$ cat config.mk
export PLATFORM = sky130hd
export DESIGN_NAME = pta_div_cell
export DESIGN_NICKNAME = d
export VERILOG_FILES = /design/src/design/pta_pkg.sv /design/src/design/pta_div_cell.sv
export SDC_FILE = /design/constraint.sdc
export NUM_CORES = 1
export LEC_CHECK = 0
export ABC_CLOCK_PERIOD_IN_PS = 4200
export BUFFER_PORTS_ARGS = -buffer_cell sky130_fd_sc_hd__buf_4
export CAP_MARGIN = 20
export CORE_MARGIN = 1
export CORE_UTILIZATION = 48
export DETAILED_ROUTE_END_ITERATION = 8
export PLACE_DENSITY = 0.85
export SYNTH_ARGS = -nofsm -noshare
export SYNTH_HDL_FRONTEND = slang
export SYNTH_SLANG_ARGS = --single-unit
$ cat constraint.sdc
create_clock -name clk -period 4.2 [get_ports clk]
set_input_delay 0.42 -clock clk [delete_from_list [all_inputs] [get_ports clk]]
set_output_delay 0.42 -clock clk [all_outputs]
set_load 0.1 [all_outputs]
$ cat src/design/pta_pkg.sv
// Package for the pressure-to-altitude pipeline.
// Holds the fixed-point constants, coefficient table and stage control type.
// No dependencies.
`timescale 1ns / 1ps
package pta_pkg;

  localparam int FRAC_BITS  = 32;
  localparam int PRES_W     = 17;
  localparam int ALT_W      = 19;
  localparam int QUO_W      = PRES_W + FRAC_BITS;
  localparam int DIV_CELLS  = QUO_W;
  localparam int WIDE_W     = 128;
  localparam int T_W        = 64;
  localparam int LIMB_W     = 32;
  localparam int LIMBS      = WIDE_W / LIMB_W;
  localparam int HORNER_CELLS = 5;
  localparam logic [15:0] ALT_SCALE = 16'd44330;
  localparam logic [PRES_W-1:0] REF_RESET = 17'd101325;
  localparam logic [63:0] DEC_SCALE = 64'd100000000;

  localparam logic signed [WIDE_W-1:0] ONE = WIDE_W'(1) << FRAC_BITS;

  localparam logic [63:0] MAG0 = (64'd2487306  << FRAC_BITS) / DEC_SCALE;
  localparam logic [63:0] MAG1 = (64'd3264262  << FRAC_BITS) / DEC_SCALE;
  localparam logic [63:0] MAG2 = (64'd4647467  << FRAC_BITS) / DEC_SCALE;
  localparam logic [63:0] MAG3 = (64'd7704150  << FRAC_BITS) / DEC_SCALE;
  localparam logic [63:0] MAG4 = (64'd19029497 << FRAC_BITS) / DEC_SCALE;

  // Addend of each Horner step; the initial value is COEF_INIT.
  localparam logic signed [WIDE_W-1:0] COEF_INIT = {64'd0, MAG0};
  localparam logic signed [WIDE_W-1:0] COEF_ADD [HORNER_CELLS] = '{
    -$signed({64'd0, MAG1}),
    $signed({64'd0, MAG2}),
    -$signed({64'd0, MAG3}),
    $signed({64'd0, MAG4}),
    ONE
  };

  typedef struct packed {
    logic valid;
    logic zero;
  } stage_ctl_t;

endpackage

$ cat src/design/pta_div_cell.sv
// One restoring-division cell: resolves one quotient bit per transaction.
// Depends on pta_pkg.
`timescale 1ns / 1ps
module pta_div_cell (
  input  logic                          clk,
  input  logic                          rst,
  input  logic                          en,
  input  pta_pkg::stage_ctl_t           ctl_in,
  input  logic [pta_pkg::PRES_W-1:0]    div_in,
  input  logic [pta_pkg::PRES_W-1:0]    rem_in,
  input  logic [pta_pkg::QUO_W-1:0]     num_in,
  input  logic [pta_pkg::QUO_W-1:0]     quo_in,
  output pta_pkg::stage_ctl_t           ctl_out,
  output logic [pta_pkg::PRES_W-1:0]    div_out,
  output logic [pta_pkg::PRES_W-1:0]    rem_out,
  output logic [pta_pkg::QUO_W-1:0]     num_out,
  output logic [pta_pkg::QUO_W-1:0]     quo_out
);
  import pta_pkg::*;

  logic [PRES_W:0]   trial;
  logic              take;
  logic [PRES_W-1:0] rem_next;

  always_comb begin
    trial    = {rem_in, num_in[QUO_W-1]};
    take     = trial >= {1'b0, div_in};
    rem_next = take ? PRES_W'(trial - {1'b0, div_in}) : trial[PRES_W-1:0];
  end

  always_ff @(posedge clk) begin
    if (rst) begin
      ctl_out <= '0;
    end else if (en) begin
      ctl_out <= ctl_in;
    end
    if (en) begin
      div_out <= div_in;
      rem_out <= rem_next;
      num_out <= {num_in[QUO_W-2:0], 1'b0};
      quo_out <= {quo_in[QUO_W-2:0], take};
    end
  end

endmodule

==> out/metrics.csv <==
metric;value;unit
status;finished, final reports clean;
slowest_stage;nor3_4;
fillerInstances;618;
powerDensity;544.1;nW/um^2
drt_iter0_markers;204;
dieArea;11080;sq um
yosysMostFrequentCell;edfxtp_1;
place.gp.congestion;0.8325;
synth_flop_cell;edfxtp_1;
grt_antenna_before_repair;0;
synth_edf_count;131;
core;10320;sq um
relSlewSlack;36.59;%
min_path_type;primary input to flop;
path_cells;buf_4 > inv_1 > ha_1 > inv_1 > fa_1 > a21oi_1 > or3_4 > a2111oi_4 > nor3_4 > buf_4 > o21ai_1;
cts_sinks;133;
critPathMaxStageDelay;0.63;ns
vias;3686;
ctsResizeCount;0;
synth_commonest_cells;131 x edfxtp_1, 23 x inv_1, 23 x nand2_1;
yosysTopAreaCell;edfxtp_1;
drv_cap;0;
fp.dieW;105.3;microns
startpoint_type;primary input;
cts_hold_buffers;0;
multiInputGateArea;1037;sq um
io_pins;271;
rows;37;
yosys-top-cells-area;edfxtp_1 77%, ha_1 4.2%, inv_1 1.7%;
h-tree-depth;4;
postCtsSetupRepairBufs;0;
placed_area;7302;sq um
diodes;0;
post_drt_wl_per_cell;18.92;microns
first_pass_iters;4;
grt_pass1_vias;3644;
avgSynthCellArea;16.84;sq um
ir_worst_vdd;0.0003430;V
timing.final.crit_share;60.76;%
synth_seq_cells;133;
tritoncts;done;
clockBufferDepth;2;
max_freq;0.3919;GHz
worstSkewPairLatency;0.51;ns
area_growth;52.73;%
synth_cell_type_count;46;
async_reset_ff_share;0;%
drcViolationCount;0;
numCtsBuffers;17;
nNetsFinal;745;
skew;0;ns
path_max_fanout;20;
instances_no_fill;739;
grt_max_degree;77;
rsz0062_at_grt;no;
setup_violations;0;
via_per_inst;4.988;
yosysTopAreaCellShare;76.85;%
dp.final_hpwl;10180;microns
ant_nets;0;
grt_pass1_wl;20680;microns
ys_seq_area_share;77.63;%
seq_area;3974;sq um
fin_area;7818;sq um
start_util;49.58;%
wirelength;13990;microns
synthesis.area;5119;sq um
track_usage;25.73;%
placed_cells;707;
r2r_slack;3.59;ns
cts_root_buffer;clkbuf_8;
critical_path_class;primary input to flop;
final.setup.tns;0;ns
hold_viol;0;
end_kind;flop;
cp.required;4.46;ns
p_leak;3.398;nW
netlist_instances;304;
worst_pin_slew;0.9512;ns
gr-total-overflow;0;
port_buffers;268;
drv_slew;0;
drive_above_1_share;51.08;%
cts.clk_slew.worst_paths;0.06;ns
finalWorstPathRequiredPeriod;2.552;ns
die_h;105.3;microns
cp_data_arrival_time;2.81;ns
yosys_warnings;0;
syn_nets;459;
## cell families (layout without fill, tap and decap cells)
| logic type | Yosys count | in the layout | share of synthesized area [%] |
|---|---|---|---|
| flip-flops | 133 | 133 | 77.63 |
| AO/OA/AOI/OAI | 59 | 59 | 8.018 |
| AND/OR/NAND/NOR | 52 | 52 | 4.987 |
| buffers and inverters | 27 | 326 | 2.224 |
| adder cells (fa/ha/maj) | 18 | 18 | 4.547 |
| XOR/XNOR | 10 | 10 | 1.711 |
| multiplexers | 4 | 4 | 0.8067 |
| other | 1 | 1 | 0.07326 |
## final cells by class
| cell class | count | area share, % |
|---|---|---|
| clock buffer | 21 | 5.490 |
| clock inverter | 11 | 1.104 |
| inverter | 23 | 1.104 |
| multi-input combinational | 144 | 13.27 |
| sequential | 133 | 50.83 |
| tap | 136 | 2.177 |
| timing repair buffer | 271 | 26.02 |
## critical path: cells and delay by family
kind            cells  cell delay [ns]
compound gates      3             0.45
buf+inv             4             0.53
fa+ha+maj           2             0.56
simple gates        2             0.84
## metrics by stage
stage	hold WS (ns)	power, mW	utilization [%]	setup WS (ns)
after floorplan	0.4924	2.637	-	1.760
after global placement	0.4767	2.962	70.73	1.163
after detailed placement	0.5090	2.982	70.73	1.112
after CTS	0.04431	4.275	75.72	1.657
after global routing	0.04575	4.373	75.72	1.408
final	0.06673	4.253	75.72	1.648
## path summary, 6_finish.rpt
path,start,to,cells after the start
hold / removal,rst,ctl_out[0]$_SDFFE_PP0P_,2
hold reg to reg,ctl_out[0]$_SDFFE_PP0P_,ctl_out[0]$_SDFFE_PP0P_,2
setup reg to reg,ctl_out[0]$_SDFFE_PP0P_,ctl_out[0]$_SDFFE_PP0P_,2
setup / recovery,num_in[48],rem_out[7]$_DFFE_PP_,11
## routing by layer
layer / up-vias / wire length (microns) / share of wire, % / GRT usage (%)
li1: 1719 / - / - / -
met1: 1788 / 5075 / 36 / 28.43
met2: 163 / 7629 / 55 / 45.68
met3: 16 / 1037 / 7.4 / 8.905
met4: 0 / 243 / 1.7 / 9.457
met5: - / 0 / 0 / 0
## sequential cells by signal (all words and copies together), names as in the netlist
register  flops
rem_out      17
div_out      17
ctl_out       2
num_out      48
quo_out      49
## cell usage in the layout, fill, tap and decap left out, types with 3 or more instances in the layout
cell	instances
a211oi_1	3
a21o_1	6
a21oi_1	13
buf_4	271
clkbuf_1	4
clkbuf_16	16
clkinv_2	5
edfxtp_1	131
ha_1	17
inv_1	23
mux2i_1	3
nand2_1	23
nand2b_1	3
nor2_1	8
nor3_1	4
o21ai_0	8
o21ai_1	12
or3_1	3
xnor2_1	5
xor2_1	5
## power breakdown
group | switching, mW | internal (mW)
Clock | 0.522 | 0.774
Sequential | 0.0358 | 1.60
Combinational | 1.03 | 0.290
No activity file was read; power rests on OpenSTA's default activity.
