$ cat src/design/pta_pkg.sv
// Package for the pressure-to-altitude pipeline.
// Holds the fixed-point constants, coefficient table and stage control type.
// No dependencies.
`timescale 1ns / 1ps
package pta_pkg;

  localparam int FRAC_BITS  = 32;
  localparam int PRES_W     = 17;
  localparam int ALT_W      = 19;
  localparam int QUO_W      = PRES_W + FRAC_BITS;
  localparam int DIV_CELLS  = QUO_W;
  localparam int WIDE_W     = 128;
  localparam int T_W        = 64;
  localparam int LIMB_W     = 32;
  localparam int LIMBS      = WIDE_W / LIMB_W;
  localparam int HORNER_CELLS = 5;
  localparam logic [15:0] ALT_SCALE = 16'd44330;
  localparam logic [PRES_W-1:0] REF_RESET = 17'd101325;
  localparam logic [63:0] DEC_SCALE = 64'd100000000;

  localparam logic signed [WIDE_W-1:0] ONE = WIDE_W'(1) << FRAC_BITS;

  localparam logic [63:0] MAG0 = (64'd2487306  << FRAC_BITS) / DEC_SCALE;
  localparam logic [63:0] MAG1 = (64'd3264262  << FRAC_BITS) / DEC_SCALE;
  localparam logic [63:0] MAG2 = (64'd4647467  << FRAC_BITS) / DEC_SCALE;
  localparam logic [63:0] MAG3 = (64'd7704150  << FRAC_BITS) / DEC_SCALE;
  localparam logic [63:0] MAG4 = (64'd19029497 << FRAC_BITS) / DEC_SCALE;

  // Addend of each Horner step; the initial value is COEF_INIT.
  localparam logic signed [WIDE_W-1:0] COEF_INIT = {64'd0, MAG0};
  localparam logic signed [WIDE_W-1:0] COEF_ADD [HORNER_CELLS] = '{
    -$signed({64'd0, MAG1}),
    $signed({64'd0, MAG2}),
    -$signed({64'd0, MAG3}),
    $signed({64'd0, MAG4}),
    ONE
  };

  typedef struct packed {
    logic valid;
    logic zero;
  } stage_ctl_t;

endpackage

$ cat src/design/pta_scale.sv
// Final scaling: altitude = floor(44330 * (1 - y) / 2^32), low bits only; zero when flagged.
// Two stages, the second is the output register. Depends on pta_pkg.
`timescale 1ns / 1ps
module pta_scale (
  input  logic                               clk,
  input  logic                               rst,
  input  logic                               en,
  input  pta_pkg::stage_ctl_t                ctl_in,
  input  logic signed [pta_pkg::WIDE_W-1:0]  y_in,
  output pta_pkg::stage_ctl_t                ctl_out,
  output logic signed [pta_pkg::ALT_W-1:0]   alt_out
);
  import pta_pkg::*;

  stage_ctl_t         ctl_a;
  logic [63:0]        diff;
  logic [47:0]        m0;
  logic [47:0]        m1;
  logic [63:0]        prod;

  assign diff = 64'(ONE - y_in);
  assign prod = {16'd0, m0} + {m1[31:0], 32'd0};

  always_ff @(posedge clk) begin
    if (rst) begin
      ctl_a   <= '0;
      ctl_out <= '0;
    end else if (en) begin
      ctl_a   <= ctl_in;
      ctl_out <= ctl_a;
    end
    if (en) begin
      m0      <= ALT_SCALE * diff[31:0];
      m1      <= ALT_SCALE * diff[63:32];
      alt_out <= ctl_a.zero ? '0 : $signed(prod[FRAC_BITS +: ALT_W]);
    end
  end

endmodule

$ cat config.mk
export PLATFORM = sky130hd
export DESIGN_NAME = pta_scale
export DESIGN_NICKNAME = d
export VERILOG_FILES = /design/src/design/pta_pkg.sv /design/src/design/pta_scale.sv
export SDC_FILE = /design/constraint.sdc
export NUM_CORES = 1
export LEC_CHECK = 0
export BUFFER_PORTS_ARGS = -buffer_cell sky130_fd_sc_hd__buf_2
export CAP_MARGIN = 20
export CELL_PAD_IN_SITES_DETAIL_PLACEMENT = 2
export CELL_PAD_IN_SITES_GLOBAL_PLACEMENT = 2
export CORE_ASPECT_RATIO = 0.8
export CORE_MARGIN = 5
export CORE_UTILIZATION = 36
export DETAILED_ROUTE_END_ITERATION = 7
export PLACE_DENSITY = 0.81
export SYNTH_ARGS = -nofsm -noshare
export SYNTH_HDL_FRONTEND = slang
export SYNTH_SLANG_ARGS = --single-unit
$ cat constraint.sdc
create_clock -name clk -period 8.5 [get_ports clk]
set_clock_uncertainty 0.15 [all_clocks]
set_input_delay 1.7 -clock clk [delete_from_list [all_inputs] [get_ports clk]]
set_output_delay 1.7 -clock clk [all_outputs]
set_load 0.02 [all_outputs]
==> results of run 1 <==
-- stage by stage --
stage                     setup slack, ns  hold WS (ns)  instance area, um^2  util, %  TNS [ns]
after floorplan                  0.007094        0.3101                13650        -         0
after global placement            -0.5581        0.3193                16200    43.65    -6.537
after detailed placement           -1.294        0.3573                16200    43.65    -18.18
after CTS                         -0.1667        0.3733                17990    48.46    -1.170
after global routing              -0.9708        0.4061                19020    51.23    -12.52
final                              -1.008        0.3802                19020    51.23    -13.09
-- flip-flops by register name, indices dropped and copies added (netlist names) --
| name | flops |
|---|---|
| alt_out | 19 |
| m1 | 18 |
| m0 | 16 |
| ctl_a | 2 |
| ctl_out | 2 |
-- area by class of cell --
type	instances	area, um^2	share of cell area (%)
Timing Repair Buffer	358	2689	14.14
Sequential cell	57	1672	8.788
Clock inverter	5	56.30	0.2960
Multi-Input combinational cell	956	12650	66.52
Antenna cell	1	2.502	0.01316
Inverter	292	1096	5.762
Clock buffer	11	242.7	1.276
Tap cell	487	609.3	3.204
-- timing repair --
action / 4_1_cts / 5_1_grt
hold endpoints to repair: 0 / 0
endpoints found under the setup margin: 20 / 21
pin swaps: 119 / 98
resized for setup: 203 / 126
setup buffers: 30 / 45
-- how the worst min path moves through the flow --
| stage | startpoint | endpoint | depth (start not counted) |
|---|---|---|---|
| final | ctl_a[1] | ctl_a[1] | 2 |
| after CTS | ctl_out[0] | ctl_out[0] | 2 |
| after global placement | ctl_out[1] | ctl_out[1] | 2 |
| after global routing | ctl_a[1] | ctl_a[1] | 2 |
| after floorplan | ctl_a[1] | ctl_a[1] | 2 |
| after detailed placement | ctl_a[1] | ctl_a[1] | 2 |
-- placed cells by master (no fill, tap or decap), drive strengths merged, types with 7 or more instances in the layout --
| cell type | n |
|---|---|
| a21o | 14 |
| a21oi | 38 |
| and2 | 10 |
| buf | 358 |
| clkbuf | 11 |
| edfxtp | 53 |
| fa | 204 |
| ha | 288 |
| inv | 292 |
| nand2 | 40 |
| nand2b | 9 |
| nand3 | 23 |
| nor2 | 58 |
| nor2b | 15 |
| nor3 | 20 |
| nor4 | 10 |
| o21ai | 22 |
| o41ai | 7 |
| xnor2 | 73 |
| xor2 | 56 |
-- cells by family (layout without fill, tap and decap cells) --
family	after synthesis	count (layout)	synth area share (%)
AO/OA/AOI/OAI	116	116	5.743
XOR/XNOR	129	129	8.406
flip-flops	57	57	12.35
adder cells (fa/ha/maj)	492	492	56.82
AND/OR/NAND/NOR	214	214	8.008
multiplexers	5	5	0.3791
other	0	1	0
buffers and inverters	297	666	8.295
-- cells in the mapped netlist, types with 6 or more instances --
cell type    n  area [um^2]
a31oi_1      6        37.54
a21o_1      14        105.1
o21a_1       6        45.04
a21oi_1     38        190.2
nor4_1      10        62.56
and2_1      10        62.56
nand3_1     23        115.1
fa_1       204         4084
inv_1      292         1096
nor3_1      20        100.1
edfxtp_1    53         1592
nand4_1      6        37.54
nor2b_1     15        93.84
ha_1       288         3603
xnor2_1     72        630.6
nor2_1      58        217.7
o21ai_0     22        110.1
nand2_1     40        150.1
nand2b_1     9        56.30
xor2_1      56        490.5
-- metal layers --
metal  vias up  part of all wire [%]
li1       5006                     -
met5         -                     0
met4         0                    10
met3       720                    14
met2      1789                    41
met1      7307                    34
-- tightest hold or removal path, delay by kind of cell (launching register included) --
family	cells	cell delay, ns
flip-flops	1	0.33
AND/OR/NAND/NOR	1	0.09
multiplexers	1	0.07
==> flow_summary.toml, run 1 <==
[global_routing]
grt_antenna_before_repair = 2
grt_overflow = 0
grt.busiest_layer = "met2"
grt_pass1_wl_um = 120500
grt_pass1_vias = 15434
grt_max_degree = 58
use_met2_pct = 64.87
met1_usage_pct = 47.93
grt_use_met3_pct = 14.48
grt_use_total_pct = 41.05

[run_status]
violations = "negative setup slack"
status = "finished with violations"

[synthesis]
ys_async_sr_fraction_pct = 0
ys_seq_area_share_pct = 12.35
synth_cells = 1310
yosys_warnings = 0
synth_nets = 1935
synth_cell_types = 51
synth_edf_count = 53
ys_ff_latch = 57
synthesis.area_mm2 = 0.01353
synth-main-ff-cell = "edfxtp_1"
syn_area_per_cell_um2 = 10.33

[floorplanning]
start_util_pct = 36.44
die_y_um = 183.4
die_area_mm2 = 0.04159
io_pins = 154
core_mm2 = 0.03713
die_w_um = 226.8
rows = 63

[worst_setup_path]
r2r_cells = 12
crit_start = "y_in[1]"
start_kind = "input pin"
r2r-end = "alt_out[17]"
critPathMaxFanout = 4
crit_family = "adder cells"
cp.arrival_ns = 9.44
worstReg2RegStart = "m1[1]"
criticalPathCategory = "in2reg"
path_common_cell = "fa_1"
cp.buffers_inverters = 6
regToRegSetupSlack_ns = 3.89
crit_required_ns = 8.44
critPathSlowestCell = "fa_1"
crit_cells = 27
end_kind = "register"
slowest_delay_ns = 0.65
endpoint = "m0[47]"

[route]
antenna_left = 0
totalWireLength_um = 101600
drt_pass1_iterations = 6
drc = 0
wl_per_cell_um = 46.87
dr_total_vias = 14822
avgViaCountPerCell = 6.840
drt_first_iter_violations = 2229

[cells_and_area]
final_cells = 2167
drive_gt1_share_pct = 36.33
fin_nets = 2299
fillers = 3711
area_growth_pct = 40.58

[placement]
hpwl_um = 49720
portBuffers = 75
dpl.cell_count = 2079
routabilityCongestion = 0.8758

[sta]
setup_violations = 20
relSlewSlack_pct = 30.55
rsz0062_at_grt = "true"
fmax_mhz = 105.2
finalCritPeriodShare_pct = 111.9
drv_slew = 0
setup_ws_ns = -1.008
timing.final.hold_violations = 0
fin_crit_ns = 9.508
tightest_slew_ns = 1.034

[hold_path]
hold_path_class = "reg2reg"

[cts]
clkLatencyLatePin_ns = 0.35
clock-sinks = 57
h-tree-depth = 3
cts-root-buf = "clkbuf_16"
numCtsBuffers = 9
hold_buffers = 0
clock_path_buffers = 2
tritoncts = "done"
path_clk_slew_ns = 0.07

[run]
drv_cap = 0
Power of run 1 is left out: the tool's default activity adds up to more than one toggle a clock period on the data nets, which glitch-free logic cannot reach.
==> inputs of run 2 (changes only) <==
Settings changed: CORE_UTILIZATION 36 to 40, PLACE_DENSITY 0.81 to 0.85.
Clock period 8.5 ns to 9.38 ns, I/O delays scaled along.
==> flow_summary.toml, run 2 (synthesis gave the netlist of run 1 again) <==
[cells_and_area]
fin_nets = 2092
drive_gt1_share_pct = 15.22
top_regs = "alt_out: 19 flops, m1: 18 flops, m0: 16 flops"
fillers = 3488
area_growth_pct = 15.67
final_cells = 1906
largest_reg_flops = 19
top_register = "alt_out"
final_common_cell = "inv_1"
num_antenna_cells = 0
final_cell_mix = "inv_1, ha_1, fa_1"

[sta]
fin_crit_ns = 9.569
timing.final.hold_violations = 0
finalCritPeriodShare_pct = 102.0
tightest_slew_ns = 0.9648
setup_violations = 9
timing.hold.ws_ns = 0.3846
relSlewSlack_pct = 35.22
drv_slew = 0
rsz0062_at_grt = "true"
setup_ws_ns = -0.1889
fmax_mhz = 104.5

[placement]
hpwl_um = 45010
portBuffers = 75
routabilityCongestion = 0.8692
dpl.cell_count = 1881

[worst_setup_path]
slowest_delay_ns = 0.60
criticalPathCategory = "in2reg"
crit_required_ns = 9.30
cp.arrival_ns = 9.49
start_kind = "input pin"
critPathSlowestCell = "fa_1"
regToRegSetupSlack_ns = 5.30
crit_family = "adder cells"
critPathMaxFanout = 5
path_common_cell = "buf_4"
end_kind = "register"
cp.buffers_inverters = 10

[cts]
clock_path_buffers = 2
cts-root-buf = "clkbuf_16"
tritoncts = "done"
path_clk_slew_ns = 0.05
clkLatencyLatePin_ns = 0.35
numCtsBuffers = 9
clock-sinks = 57
h-tree-depth = 3

[hold_path]
hold_path_class = "reg2reg"

[run]
drv_cap = 0

[global_routing]
grt_use_total_pct = 29.70
grt_pass1_wl_um = 84070
grt_antenna_before_repair = 1
grt_overflow = 0
grt_pass1_vias = 13181
grt_max_degree = 58

[floorplanning]
rows = 60
core_mm2 = 0.03348
die_area_mm2 = 0.03763
io_pins = 154
die_y_um = 174.5
start_util_pct = 40.41
die_w_um = 215.6

[route]
avgViaCountPerCell = 6.240
totalWireLength_um = 68450
antenna_left = 0
wl_per_cell_um = 35.91
drt_first_iter_violations = 1047
drc = 0
drt_pass1_iterations = 6
dr_total_vias = 11893

[run_status]
violations = "negative setup slack"
status = "finished with violations"
run 2: cell count changes in the layout (fill, tap and decap cells not counted), sizes merged:
cell / delta
buf: -207
diode: -1
run 2: per-stage QoR:
| stage | area (um^2) | utilization (%) | TNS (ns) | worst slack (ns) |
|---|---|---|---|---|
| 6_report | 15650 | 46.75 | -0.9420 | -0.1889 |
| 5_1_grt | 15650 | 46.75 | -2.591 | -0.3204 |
| 4_1_cts | 15370 | 45.90 | 0 | 0.01643 |
| 3_5_place_dp | 14930 | 44.58 | -7.195 | -0.8229 |
| 3_3_place_gp | 14930 | 44.58 | -0.08790 | -0.08790 |
| 2_1_floorplan | 13530 | - | 0 | 0.1648 |
run 2: timing repair:
action	CTS	global route
hold buffers	0	0
gates cloned	0	0
pin swaps	1	4
endpoints found under the setup margin	12	15
setup buffers	1	8
resized for setup	25	39
run 2: metal layers:
layer | up-vias | part of all wire (%) | track usage [%]
met1 | 6117 | 37 | 35.96
li1 | 4582 | - | -
met4 | 2 | 7.1 | 10.40
met5 | - | 0.019 | 0
met2 | 834 | 48 | 52.40
met3 | 358 | 7.7 | 6.356
run 2: cell type report:
type,instances,area (um^2),share of cell area (%)
tap,434,543.0,3.469
sequential,57,1672,10.68
inverter,292,1096,7.003
multi-input combinational,956,11100,70.89
clock buffer,11,242.7,1.551
clock inverter,5,56.30,0.3597
timing repair buffer,151,945.9,6.044
run 2: worst reg2reg max path: cells and delay by family, from the launching register on:
kind | cells | cell delay (ns)
compound gates | 7 | 2.42
fa+ha+maj | 2 | 0.39
flops | 1 | 0.37
mux | 1 | 0.37
buf+inv | 1 | 0.07
simple gates | 1 | 0.06
run 2: worst paths after layout:
kind / depth (start not counted) / from / to
setup / recovery: 32 / y_in[0] / m0[40]
hold / removal: 2 / ctl_out[1] / ctl_out[1]
setup reg to reg: 12 / m0[33] / alt_out[17]
hold reg to reg: 2 / ctl_out[1] / ctl_out[1]
Power of run 2 is left out for the same reason.
